### config.mk
export PLATFORM = sky130hd
export DESIGN_NAME = pde_lfsr
export DESIGN_NICKNAME = d
export VERILOG_FILES = /design/src/rtl/pde_pkg.sv /design/src/rtl/pde_lfsr.sv
export SDC_FILE = /design/constraint.sdc
export NUM_CORES = 1
export LEC_CHECK = 0
export BUFFER_PORTS_ARGS = -buffer_cell sky130_fd_sc_hd__buf_4
export CAP_MARGIN = 20
export CELL_PAD_IN_SITES_DETAIL_PLACEMENT = 1
export CELL_PAD_IN_SITES_GLOBAL_PLACEMENT = 2
export CORE_MARGIN = 1.5
export CORE_UTILIZATION = 31
export CTS_CLUSTER_SIZE = 24
export DETAILED_ROUTE_END_ITERATION = 8
export GPL_ROUTABILITY_DRIVEN = 0
export GPL_TIMING_DRIVEN = 1
export PLACE_DENSITY = 0.78
export SLEW_MARGIN = 20
export SYNTH_ARGS = -nofsm -noshare
export SYNTH_HDL_FRONTEND = slang
export SYNTH_SLANG_ARGS = --single-unit
### constraint.sdc
create_clock -name clk -period 3.1 [get_ports clk]
set_input_delay 0 -clock clk [delete_from_list [all_inputs] [get_ports clk]]
set_output_delay 0 -clock clk [all_outputs]
set_load 0.02 [all_outputs]
### src/rtl/pde_pkg.sv
// ----------------------------------------------------------------------------
// pde_pkg
// shared types and constants for the pll divider encoder
// ----------------------------------------------------------------------------
`default_nettype none

package pde_pkg;

    localparam int KIND_W   = 2;
    localparam int VALUE_W  = 16;
    localparam int ENC_W    = 17;
    localparam int LFSR_W   = 15;
    localparam int STEPS_W  = 16;
    localparam int LIMIT_W  = 17;

    // divider kind codes
    typedef enum logic [KIND_W-1:0] {
        KIND_POST     = 2'd0,
        KIND_PRE      = 2'd1,
        KIND_FEEDBACK = 2'd2,
        KIND_UNUSED   = 2'd3
    } kind_t;

    // upper limits of the raw value per kind
    localparam logic [LIMIT_W-1:0] POST_MAX     = 17'd32;
    localparam logic [LIMIT_W-1:0] PRE_MAX      = 17'd256;
    localparam logic [LIMIT_W-1:0] FEEDBACK_MAX = 17'd32768;

    // lfsr seeds
    localparam logic [LFSR_W-1:0] POST_SEED     = 15'h0010;
    localparam logic [LFSR_W-1:0] PRE_SEED      = 15'h0080;
    localparam logic [LFSR_W-1:0] FEEDBACK_SEED = 15'h4000;

    // fixed codes for raw values 0, 1 and 2
    localparam logic [ENC_W-1:0] POST_CODE0 = 17'h000FF;
    localparam logic [ENC_W-1:0] POST_CODE1 = 17'h00062;
    localparam logic [ENC_W-1:0] POST_CODE2 = 17'h00042;
    localparam logic [ENC_W-1:0] PRE_CODE0  = 17'h00FFF;
    localparam logic [ENC_W-1:0] PRE_CODE1  = 17'h00302;
    localparam logic [ENC_W-1:0] PRE_CODE2  = 17'h00202;
    localparam logic [ENC_W-1:0] FB_CODE0   = 17'h1FFFF;
    localparam logic [ENC_W-1:0] FB_CODE1   = 17'h18003;
    localparam logic [ENC_W-1:0] FB_CODE2   = 17'h10003;

    localparam logic [ENC_W-1:0] POST_MASK  = 17'h003FF;

    // command to the lfsr stepping unit
    typedef struct packed {
        logic                load;
        kind_t               kind;
        logic [LFSR_W-1:0]   seed;
        logic [STEPS_W-1:0]  steps;
    } lfsr_ctrl_t;

    // status back from the lfsr stepping unit
    typedef struct packed {
        logic                idle;
        logic [LFSR_W-1:0]   word;
    } lfsr_stat_t;

endpackage

`default_nettype wire

### src/rtl/pde_lfsr.sv
// ----------------------------------------------------------------------------
// pde_lfsr
// shared lfsr stepping unit: one shift per cycle until the count runs out
// ----------------------------------------------------------------------------
`default_nettype none

module pde_lfsr import pde_pkg::*;
(
    input  wire logic       clk,
    input  wire logic       rst_n,
    input  wire lfsr_ctrl_t ctrl,
    output lfsr_stat_t      stat
);

    logic [LFSR_W-1:0]  shift_reg,  shift_next;
    logic [STEPS_W-1:0] steps_reg,  steps_next;
    kind_t              kind_reg,   kind_next;
    logic [LFSR_W-1:0]  step_word;
    logic               fb;

    // one step of the polynomial selected by kind
    always_comb
    begin
        step_word = '0;
        fb        = 1'b0;
        unique case (kind_reg)
            KIND_POST:
            begin
                fb        = shift_reg[0] ^ shift_reg[2];
                step_word = {10'd0, fb, shift_reg[4:1]};
            end
            KIND_PRE:
            begin
                fb        = shift_reg[0] ^ shift_reg[2] ^ shift_reg[3] ^ shift_reg[4];
                step_word = {7'd0, fb, shift_reg[7:1]};
            end
            default:
            begin
                fb        = shift_reg[0] ^ shift_reg[1];
                step_word = {fb, shift_reg[14:1]};
            end
        endcase
    end

    always_comb
    begin
        shift_next = shift_reg;
        steps_next = steps_reg;
        kind_next  = kind_reg;
        if (ctrl.load)
        begin
            shift_next = ctrl.seed;
            steps_next = ctrl.steps;
            kind_next  = ctrl.kind;
        end
        else if (steps_reg != '0)
        begin
            shift_next = step_word;
            steps_next = steps_reg - 1'b1;
        end
    end

    always_ff @(posedge clk or negedge rst_n)
    begin
        if (!rst_n)
        begin
            shift_reg <= '0;
            steps_reg <= '0;
            kind_reg  <= KIND_POST;
        end
        else
        begin
            shift_reg <= shift_next;
            steps_reg <= steps_next;
            kind_reg  <= kind_next;
        end
    end

    assign stat.idle = (steps_reg == '0) && !ctrl.load;
    assign stat.word = shift_reg;

endmodule

`default_nettype wire

==> metrics.yaml, run 1 <==
run_status:
  outcome: "finished, final reports clean"
worst_setup_path:
  startpoint_type: "flop"
  end_kind: "flop"
  r2r_setup_slack_ns: 0.66
  crit_path_max_fanout: 15
  worst_ep_arrival_time_ns: 2.62
  criticalPathCategory: "reg -> reg"
  worstPathRequired_ns: 3.27
logic_synthesis:
  ys_ff_latch: 33
  synthFlopType: "dfrtp_1"
  syn_inst: 190
  synth_area_um2: 1830
  ys_seq_area_share_pct: 45.2
  synth-edff-count: 0
  ys_warn_count: 0
  ys_types: 42
  async_reset_ff_share_pct: 100
  synth.net_count: 227
  syn_avg_cell_area_um2: 9.61
power_and_ir_drop:
  p_per_area_nw_per_um2: 427
  vdd_ir_drop_max_mv: 0.184
  leakage_uw: 0.00121
detailed_routing:
  vias: 1793
  route.detailed.drc: 0
  viasPerCell: 5.21
  first_pass_iters: 4
  drt-wirelength-per-cell_um: 16.7
  drt_iter0_markers: 88
  wirelength_um: 5730
  ant_nets: 0
sta:
  fin_crit_sh_pct: 78.8
  hold_viol_final: 0
  fin_skew_ns: 0.00587
  worst_slew_pin_slew_ns: 0.601
  rsz0062_at_grt: "false"
  relSlewSlack_pct: 59.7
  setup_tns_ns: 0
  setup_viol: 0
  slew_viol_final: 0
  max_freq_ghz: 0.409
  period_minus_slack_ns: 2.44
floorplan:
  placementRows: 27
  die_w_um: 79.7
  start_util_pct: 32.6
  core_region_area_um2: 5610
  die_h_um: 79.7
  dieArea_um2: 6360
  pin_count: 52
layout:
  num-fill-cells: 682
  final_area_um2: 2680
  final_common_cell: "buf_4"
  largest_reg_flops: 16
  drive_above_1_share_pct: 24.0
  area_growth_pct: 46.9
  fin_nets: 308
  utilization_pct: 47.8
  final_cell_mix: "54 x buf_4, 33 x dlygate4sd3_1, 33 x dfrtp_1, 17 x nand2_1, 16 x nor2_1"
job:
  max_cap_violations: 0
place:
  place_hpwl_um: 3620
  place_area_um2: 2260
  port_buffers: 51
clocking:
  clock-root-buffer: "clkbuf_8"
  cts_resized: 0
  path_clk_slew_ns: 0.07
  clk_latency_ns: 0.29
  cts_made_buffers: 5
  cts_tree: "done"
  clock_sinks: 33
  cts_buffer_depth: 2
  cts_max_level: 2
global_routing:
  grt_pass1_vias: 1859
  track_usage_pct: 19.3
  grt.overflow.total: 0
  grt_pass1_wl_um: 9340
  antenna_found_initial: 0
  grt_start_max_net_pins: 51
worst_hold_path:
  hold_path.class: "in -> reg"
## worst max-delay path: stages, from the launching register on
cell and delay [ns]:
dfrtp_1 0.41, inv_1 0.07, ha_1 0.21, or4b_4 0.52, nor4_4 0.47, buf_4 0.30, nor2_1 0.08, a221o_1 0.27
## path summary, 6_finish.rpt
path,startpoint,end,depth (start not counted)
max in group asynchronous,rst_n,kind_reg[1],2
min,ctrl[15],steps_reg[15],3
max reg2reg,steps_reg[0],shift_reg[1],7
min reg2reg,steps_reg[14],steps_reg[14],2
max,steps_reg[0],shift_reg[1],7
min in group asynchronous,rst_n,steps_reg[15],2
## power by group
part	internal (µW)	total [µW]	leakage, µW	switching (µW)
Combinational	148	276	0.000768	128
Clock	176	342	0.0000443	166
Sequential	474	528	0.000399	53.5
## cells in the mapped netlist (3+ instances only)
cell type / instances / area (µm²)
nand2_1: 17 / 63.8
nor4b_1: 3 / 26.3
a221o_1: 3 / 30.0
or4_1: 5 / 37.5
nor2_1: 16 / 60.1
clkbuf_1: 9 / 33.8
a22o_1: 7 / 61.3
o31ai_1: 3 / 22.5
dfrtp_1: 33 / 826
nand4_1: 4 / 25.0
nor4_1: 3 / 18.8
a211o_1: 3 / 26.3
nor2b_1: 7 / 43.8
a22oi_1: 7 / 52.6
o21ai_0: 6 / 30.0
xor2_1: 5 / 43.8
nor3_1: 5 / 25.0
or3_1: 3 / 18.8
and3_1: 3 / 18.8
nand3_1: 10 / 50.1
a21oi_1: 4 / 20.0
xnor2_1: 6 / 52.6
## timing repair
item,in CTS,in global routing
hold endpoints to repair,65,0
endpoints found under the setup margin,0,0
hold buffers,33,0
setup buffers,0,0
## cell families (layout without fill, tap and decap cells)
family	after synthesis	after routing	synth area share, %
and+or+nand+nor	81	81	24.2
AOI/OAI and AO/OA	44	44	18.0
DFF	33	33	45.2
buffers and inverters	16	97	4.25
xor gates and xnor gates	11	11	5.28
muxes	4	4	2.33
adders and majority gates	1	1	0.685
other	0	1	0
## per-layer routing
metal	vias up	share of wire (%)	track usage (%)
met2	42	48	30.3
met1	872	47	25.9
met4	0	1.7	7.59
li1	871	-	-
met5	-	0	0
met3	8	3.6	4.00
## area by class of cell
cell class,instances,area (µm²),share of cell area [%]
clock buffers,7,86.3,3.22
multi-input cells,141,931,34.7
diodes,1,2.50,0.0933
inverters,3,11.3,0.420
well taps,72,90.1,3.36
flip-flops and latches,33,826,30.8
repair buffers,87,736,27.4
## through the flow
stage,setup WS (ns),power [µW],cells,hold WS [ns]
after global routing,0.494,1210,343,0.0255
after floorplan,0.887,666,190,-0.296
after CTS,0.642,1160,343,0.00341
after detailed placement,0.660,779,303,-0.0149
after global placement,0.725,775,303,-0.0112
final,0.656,1150,344,0.00497
Power figures use the tool's default switching activity.
==> inputs of run 2 (changes only) <==
--- a/config.mk
+++ b/config.mk
@@ -5,12 +5,13 @@
 export SDC_FILE = /design/constraint.sdc
 export NUM_CORES = 1
 export LEC_CHECK = 0
+export ABC_AREA = 1
 export BUFFER_PORTS_ARGS = -buffer_cell sky130_fd_sc_hd__buf_4
 export CAP_MARGIN = 20
 export CELL_PAD_IN_SITES_DETAIL_PLACEMENT = 1
 export CELL_PAD_IN_SITES_GLOBAL_PLACEMENT = 2
 export CORE_MARGIN = 1.5
-export CORE_UTILIZATION = 31
+export CORE_UTILIZATION = 29
 export CTS_CLUSTER_SIZE = 24
 export DETAILED_ROUTE_END_ITERATION = 8
 export GPL_ROUTABILITY_DRIVEN = 0
==> constraint.sdc (replaced) <==
create_clock -name clk -period 2.56 [get_ports clk]
set_input_delay 0 -clock clk [delete_from_list [all_inputs] [get_ports clk]]
set_output_delay 0 -clock clk [all_outputs]
set_load 0.02 [all_outputs]
==> run 2 against run 1 <==
Critical endpoint is now stat[15]. Largest cell class unchanged. Sequential power up 18%. Non-clock buffer count down 28. Design area up 4.3%. Critical path type is now reg -> out. Die area up 25%. Synthesized cell count up 58%. Utilization down 9.1 points. Total power up 30%. Critical path depth unchanged. Combinational power up 22%.
==> metrics.yaml, run 2 <==
place:
  dp_slack_ns: 0.835  # was 0.660 ns
  place_hpwl_um: 4490  # was 3620 µm
  port_buffers: 51  # unchanged
logic_synthesis:
  synthMuxAreaShare_pct: 0  # was 2.33%
  synth-edff-count: 0  # unchanged
  ys_ff_latch: 33  # unchanged
  yosys.area_share.simple_pct: 37.5  # was 24.2%
  synthAdderAreaFrac_pct: 0.579  # was 0.685%
  ys_top_cells_by_count: "87 x nand2_1, 41 x inv_1, 33 x dfrtp_1, 31 x nor2_1, 22 x o21ai_0"  # was 33 x dfrtp_1, 17 x nand2_1, 16 x nor2_1, 10 x nand3_1, 9 x clkbuf_1
  synth_top_area_share_pct: 38.2  # was 45.2%
  synth-compound-area-share_pct: 12.8  # was 18.0%
  async_reset_ff_share_pct: 100  # unchanged
  synthFlopType: "dfrtp_1"  # unchanged
  synth_area_um2: 2160  # was 1830 µm²
  syn_inst: 301  # was 190
  synth_top_area_cell: "dfrtp_1"  # unchanged
  synthXorXnorAreaFrac_pct: 0.811  # was 5.28%
  synth.net_count: 338  # was 227
  yosys-top-cells-area: "dfrtp_1 38%, nand2_1 15%, inv_1 7.1%"  # was dfrtp_1 45%, nand2_1 3.5%, a22o_1 3.4%
  yosysMostFrequentCell: "nand2_1"  # was dfrtp_1
  synth_top_family_by_area: "simple AND/OR/NAND/NOR gates"  # unchanged
  syn_avg_cell_area_um2: 7.17  # was 9.61 µm²
  ys_types: 27  # was 42
  ys_seq_area_share_pct: 38.2  # was 45.2%
  ys_warn_count: 0  # unchanged
clocking:
  cts_made_buffers: 5  # unchanged
  cts_buffer_depth: 2  # unchanged
  clock-root-buffer: "clkbuf_8"  # unchanged
  cts_max_level: 2  # unchanged
  path_clk_slew_ns: 0.08  # was 0.07 ns
  cts_resized: 0  # unchanged
  clk_latency_ns: 0.29  # about the same
  clock_sinks: 33  # unchanged
  cts_tree: "done"  # unchanged
worst_setup_path:
  critPathMostFrequentCell: "inv_1"
  end_kind: "output port"  # was flop
  crit_slowest_cell: "dfrtp_1"  # was or4b_4
  startpoint_type: "flop"  # unchanged
  worst_ep_arrival_time_ns: 1.93  # was 2.62 ns
  criticalPathCategory: "reg -> out"  # was reg -> reg
  ff2ff_path_depth: 7  # unchanged
  r2r_end: "steps_reg[6]"  # was shift_reg[1]
  path_cells: "inv_1 -> ha_1 -> nand2_4 -> nor2_8 -> nand3_4 -> inv_1 -> buf_4"  # was inv_1 -> ha_1 -> or4b_4 -> nor4_4 -> buf_4 -> nor2_1 -> a221o_1
  rr_startpoint: "steps_reg[0]"  # unchanged
  r2r_setup_slack_ns: 0.85  # was 0.66 ns
  max_stage_delay_ns: 0.40  # was 0.52 ns
  worstPathRequired_ns: 2.56  # was 3.27 ns
  crit_path_max_fanout: 15  # unchanged
floorplan:
  dieArea_um2: 7970  # was 6360 µm²
  die_w_um: 89.3  # was 79.7 µm
  pin_count: 52  # unchanged
  core_region_area_um2: 7210  # was 5610 µm²
  die_h_um: 89.3  # was 79.7 µm
  placementRows: 31  # was 27
  start_util_pct: 29.9  # was 32.6%
worst_hold_path:
  worstHoldEndpoint: "steps_reg[14]"  # was steps_reg[15]
  worstHoldPathCells: 3  # unchanged
  hold_path.class: "in -> reg"  # unchanged
  min_from: "ctrl[14]"  # was ctrl[15]
global_routing:
  antenna_found_initial: 0  # unchanged
  grt_pass1_vias: 2066  # was 1859
  grt_start_max_net_pins: 34  # was 51
  grt.overflow.total: 0  # unchanged
  grt_pass1_wl_um: 9940  # was 9340 µm
  track_usage_pct: 16.6  # was 19.3%
sta:
  hold_viol_final: 0  # unchanged
  slew_viol_final: 0  # unchanged
  setup_tns_ns: 0  # unchanged
  fin_crit_sh_pct: 75.4
  setup_slack_ns: 0.629  # was 0.656 ns
  max_freq_ghz: 0.518
  rsz0062_at_grt: "false"  # unchanged
  fin_skew_ns: 0.00953  # was 0.00587 ns
  hold_slack_ns: 0.0141  # was 0.00497 ns
  relSlewSlack_pct: 61.4  # was 59.7%
  period_minus_slack_ns: 1.93
  setup_viol: 0  # unchanged
  worst_slew_pin_slew_ns: 0.577  # was 0.601 ns
layout:
  final_cell_mix: "87 x nand2_1, 52 x buf_4, 41 x inv_1, 33 x dfrtp_1, 31 x nor2_1"  # was 54 x buf_4, 33 x dlygate4sd3_1, 33 x dfrtp_1, 17 x nand2_1, 16 x nor2_1
  drive_above_1_share_pct: 25.3  # was 24.0%
  fin_nets: 395  # was 308
  multi_input_area_um2: 1120  # was 931 µm²
  seqCellArea_um2: 826  # unchanged
  largest_reg_flops: 16  # unchanged
  diodes: 0  # was 1
  num-fill-cells: 959  # was 682
  area_growth_pct: 29.5  # was 46.9%
  final_common_cell: "nand2_1"  # was buf_4
power_and_ir_drop:
  leakage_uw: 0.00149  # was 0.00121 µW
  p_per_area_nw_per_um2: 531  # was 427 nW/µm²
  vdd_ir_drop_max_mv: 0.186  # was 0.184 mV
detailed_routing:
  drt_iter0_markers: 38  # was 88
  wirelength_um: 5870  # was 5730 µm
  drt-wirelength-per-cell_um: 12.8  # was 16.7 µm
  route.detailed.drc: 0  # unchanged
  ant_nets: 0  # unchanged
  viasPerCell: 4.50  # was 5.21
  first_pass_iters: 4  # unchanged
  vias: 2062  # was 1793
job:
  max_cap_violations: 0  # unchanged
run_status:
  outcome: "finished, final reports clean"  # unchanged
## run 2: cell count changes after synthesis, sizes merged, moves of 5 or more
cell | previous run | this run
xnor2 | 6 | 1
a22o | 7 | 0
inv | 2 | 41
clkbuf | 9 | 1
or2 | 0 | 7
a21oi | 4 | 11
nand3 | 10 | 24
nor2 | 16 | 41
nor2b | 7 | 0
nand2 | 17 | 92
o21ai | 6 | 29
or4 | 6 | 0
## run 2: area by class of cell
cell class	count	area share, %
inverters	41	5.50
repair buffers	59	16.5
clock inverters	1	1.07
clock buffers	7	3.09
well taps	99	4.43
flip-flops and latches	33	29.5
multi-input cells	218	39.9
## run 2: kinds of logic (layout without fill, tap and decap cells)
logic type,Yosys count,in the layout
xor gates and xnor gates,2,2
and+or+nand+nor,168,168
DFF,33,33
adders and majority gates,1,1
AOI/OAI and AO/OA,47,47
buffers and inverters,50,108
## run 2: per-layer routing
layer / vias up / share of wire, % / GRT usage [%]
li1: 1063 / - / -
met1: 958 / 46 / 20.6
met2: 37 / 49 / 28.7
met3: 4 / 3.9 / 3.23
met4: 0 / 1.1 / 5.87
met5: - / 0 / 0
## run 2: critical path, delay by kind of cell, from the launching register on
kind	cells	cell delay [ns]
flops	1	0.40
simple gates	3	0.50
fa+ha+maj	1	0.30
buf+inv	3	0.44
## run 2: how the worst max path moves through the flow
stage / from / end / slack (ns) / cells after the start
final: steps_reg[0] / stat[15] / 0.63 / 7
after global routing: steps_reg[0] / stat[15] / 0.48 / 7
after CTS: steps_reg[0] / stat[15] / 0.61 / 7
after detailed placement: steps_reg[0] / steps_reg[6] / 0.84 / 7
after global placement: steps_reg[0] / steps_reg[5] / 0.91 / 7
after floorplan: steps_reg[0] / shift_reg[4] / 1.11 / 8
## run 2: metrics by stage
step | power [µW] | std cells | cell area (µm²) | utilization (%)
after detailed placement | 971 | 443 | 2610 | 36.2
final | 1490 | 458 | 2800 | 38.8
after global routing | 1570 | 458 | 2800 | 38.8
after floorplan | 829 | 301 | 2160 | -
after CTS | 1510 | 458 | 2800 | 38.8
after global placement | 966 | 443 | 2610 | 36.2
## run 2: power by group
group	switching, µW	internal [µW]	total (µW)
registers	53.2	571	625
logic	193	145	338
clock network	206	318	524
total	453	1030	1490
## run 2: what timing repair did
item | 4_1_cts | 5_1_grt
buffers inserted | 0 | 0
hold buffers | 7 | 0
hold endpoints to repair | 39 | 0
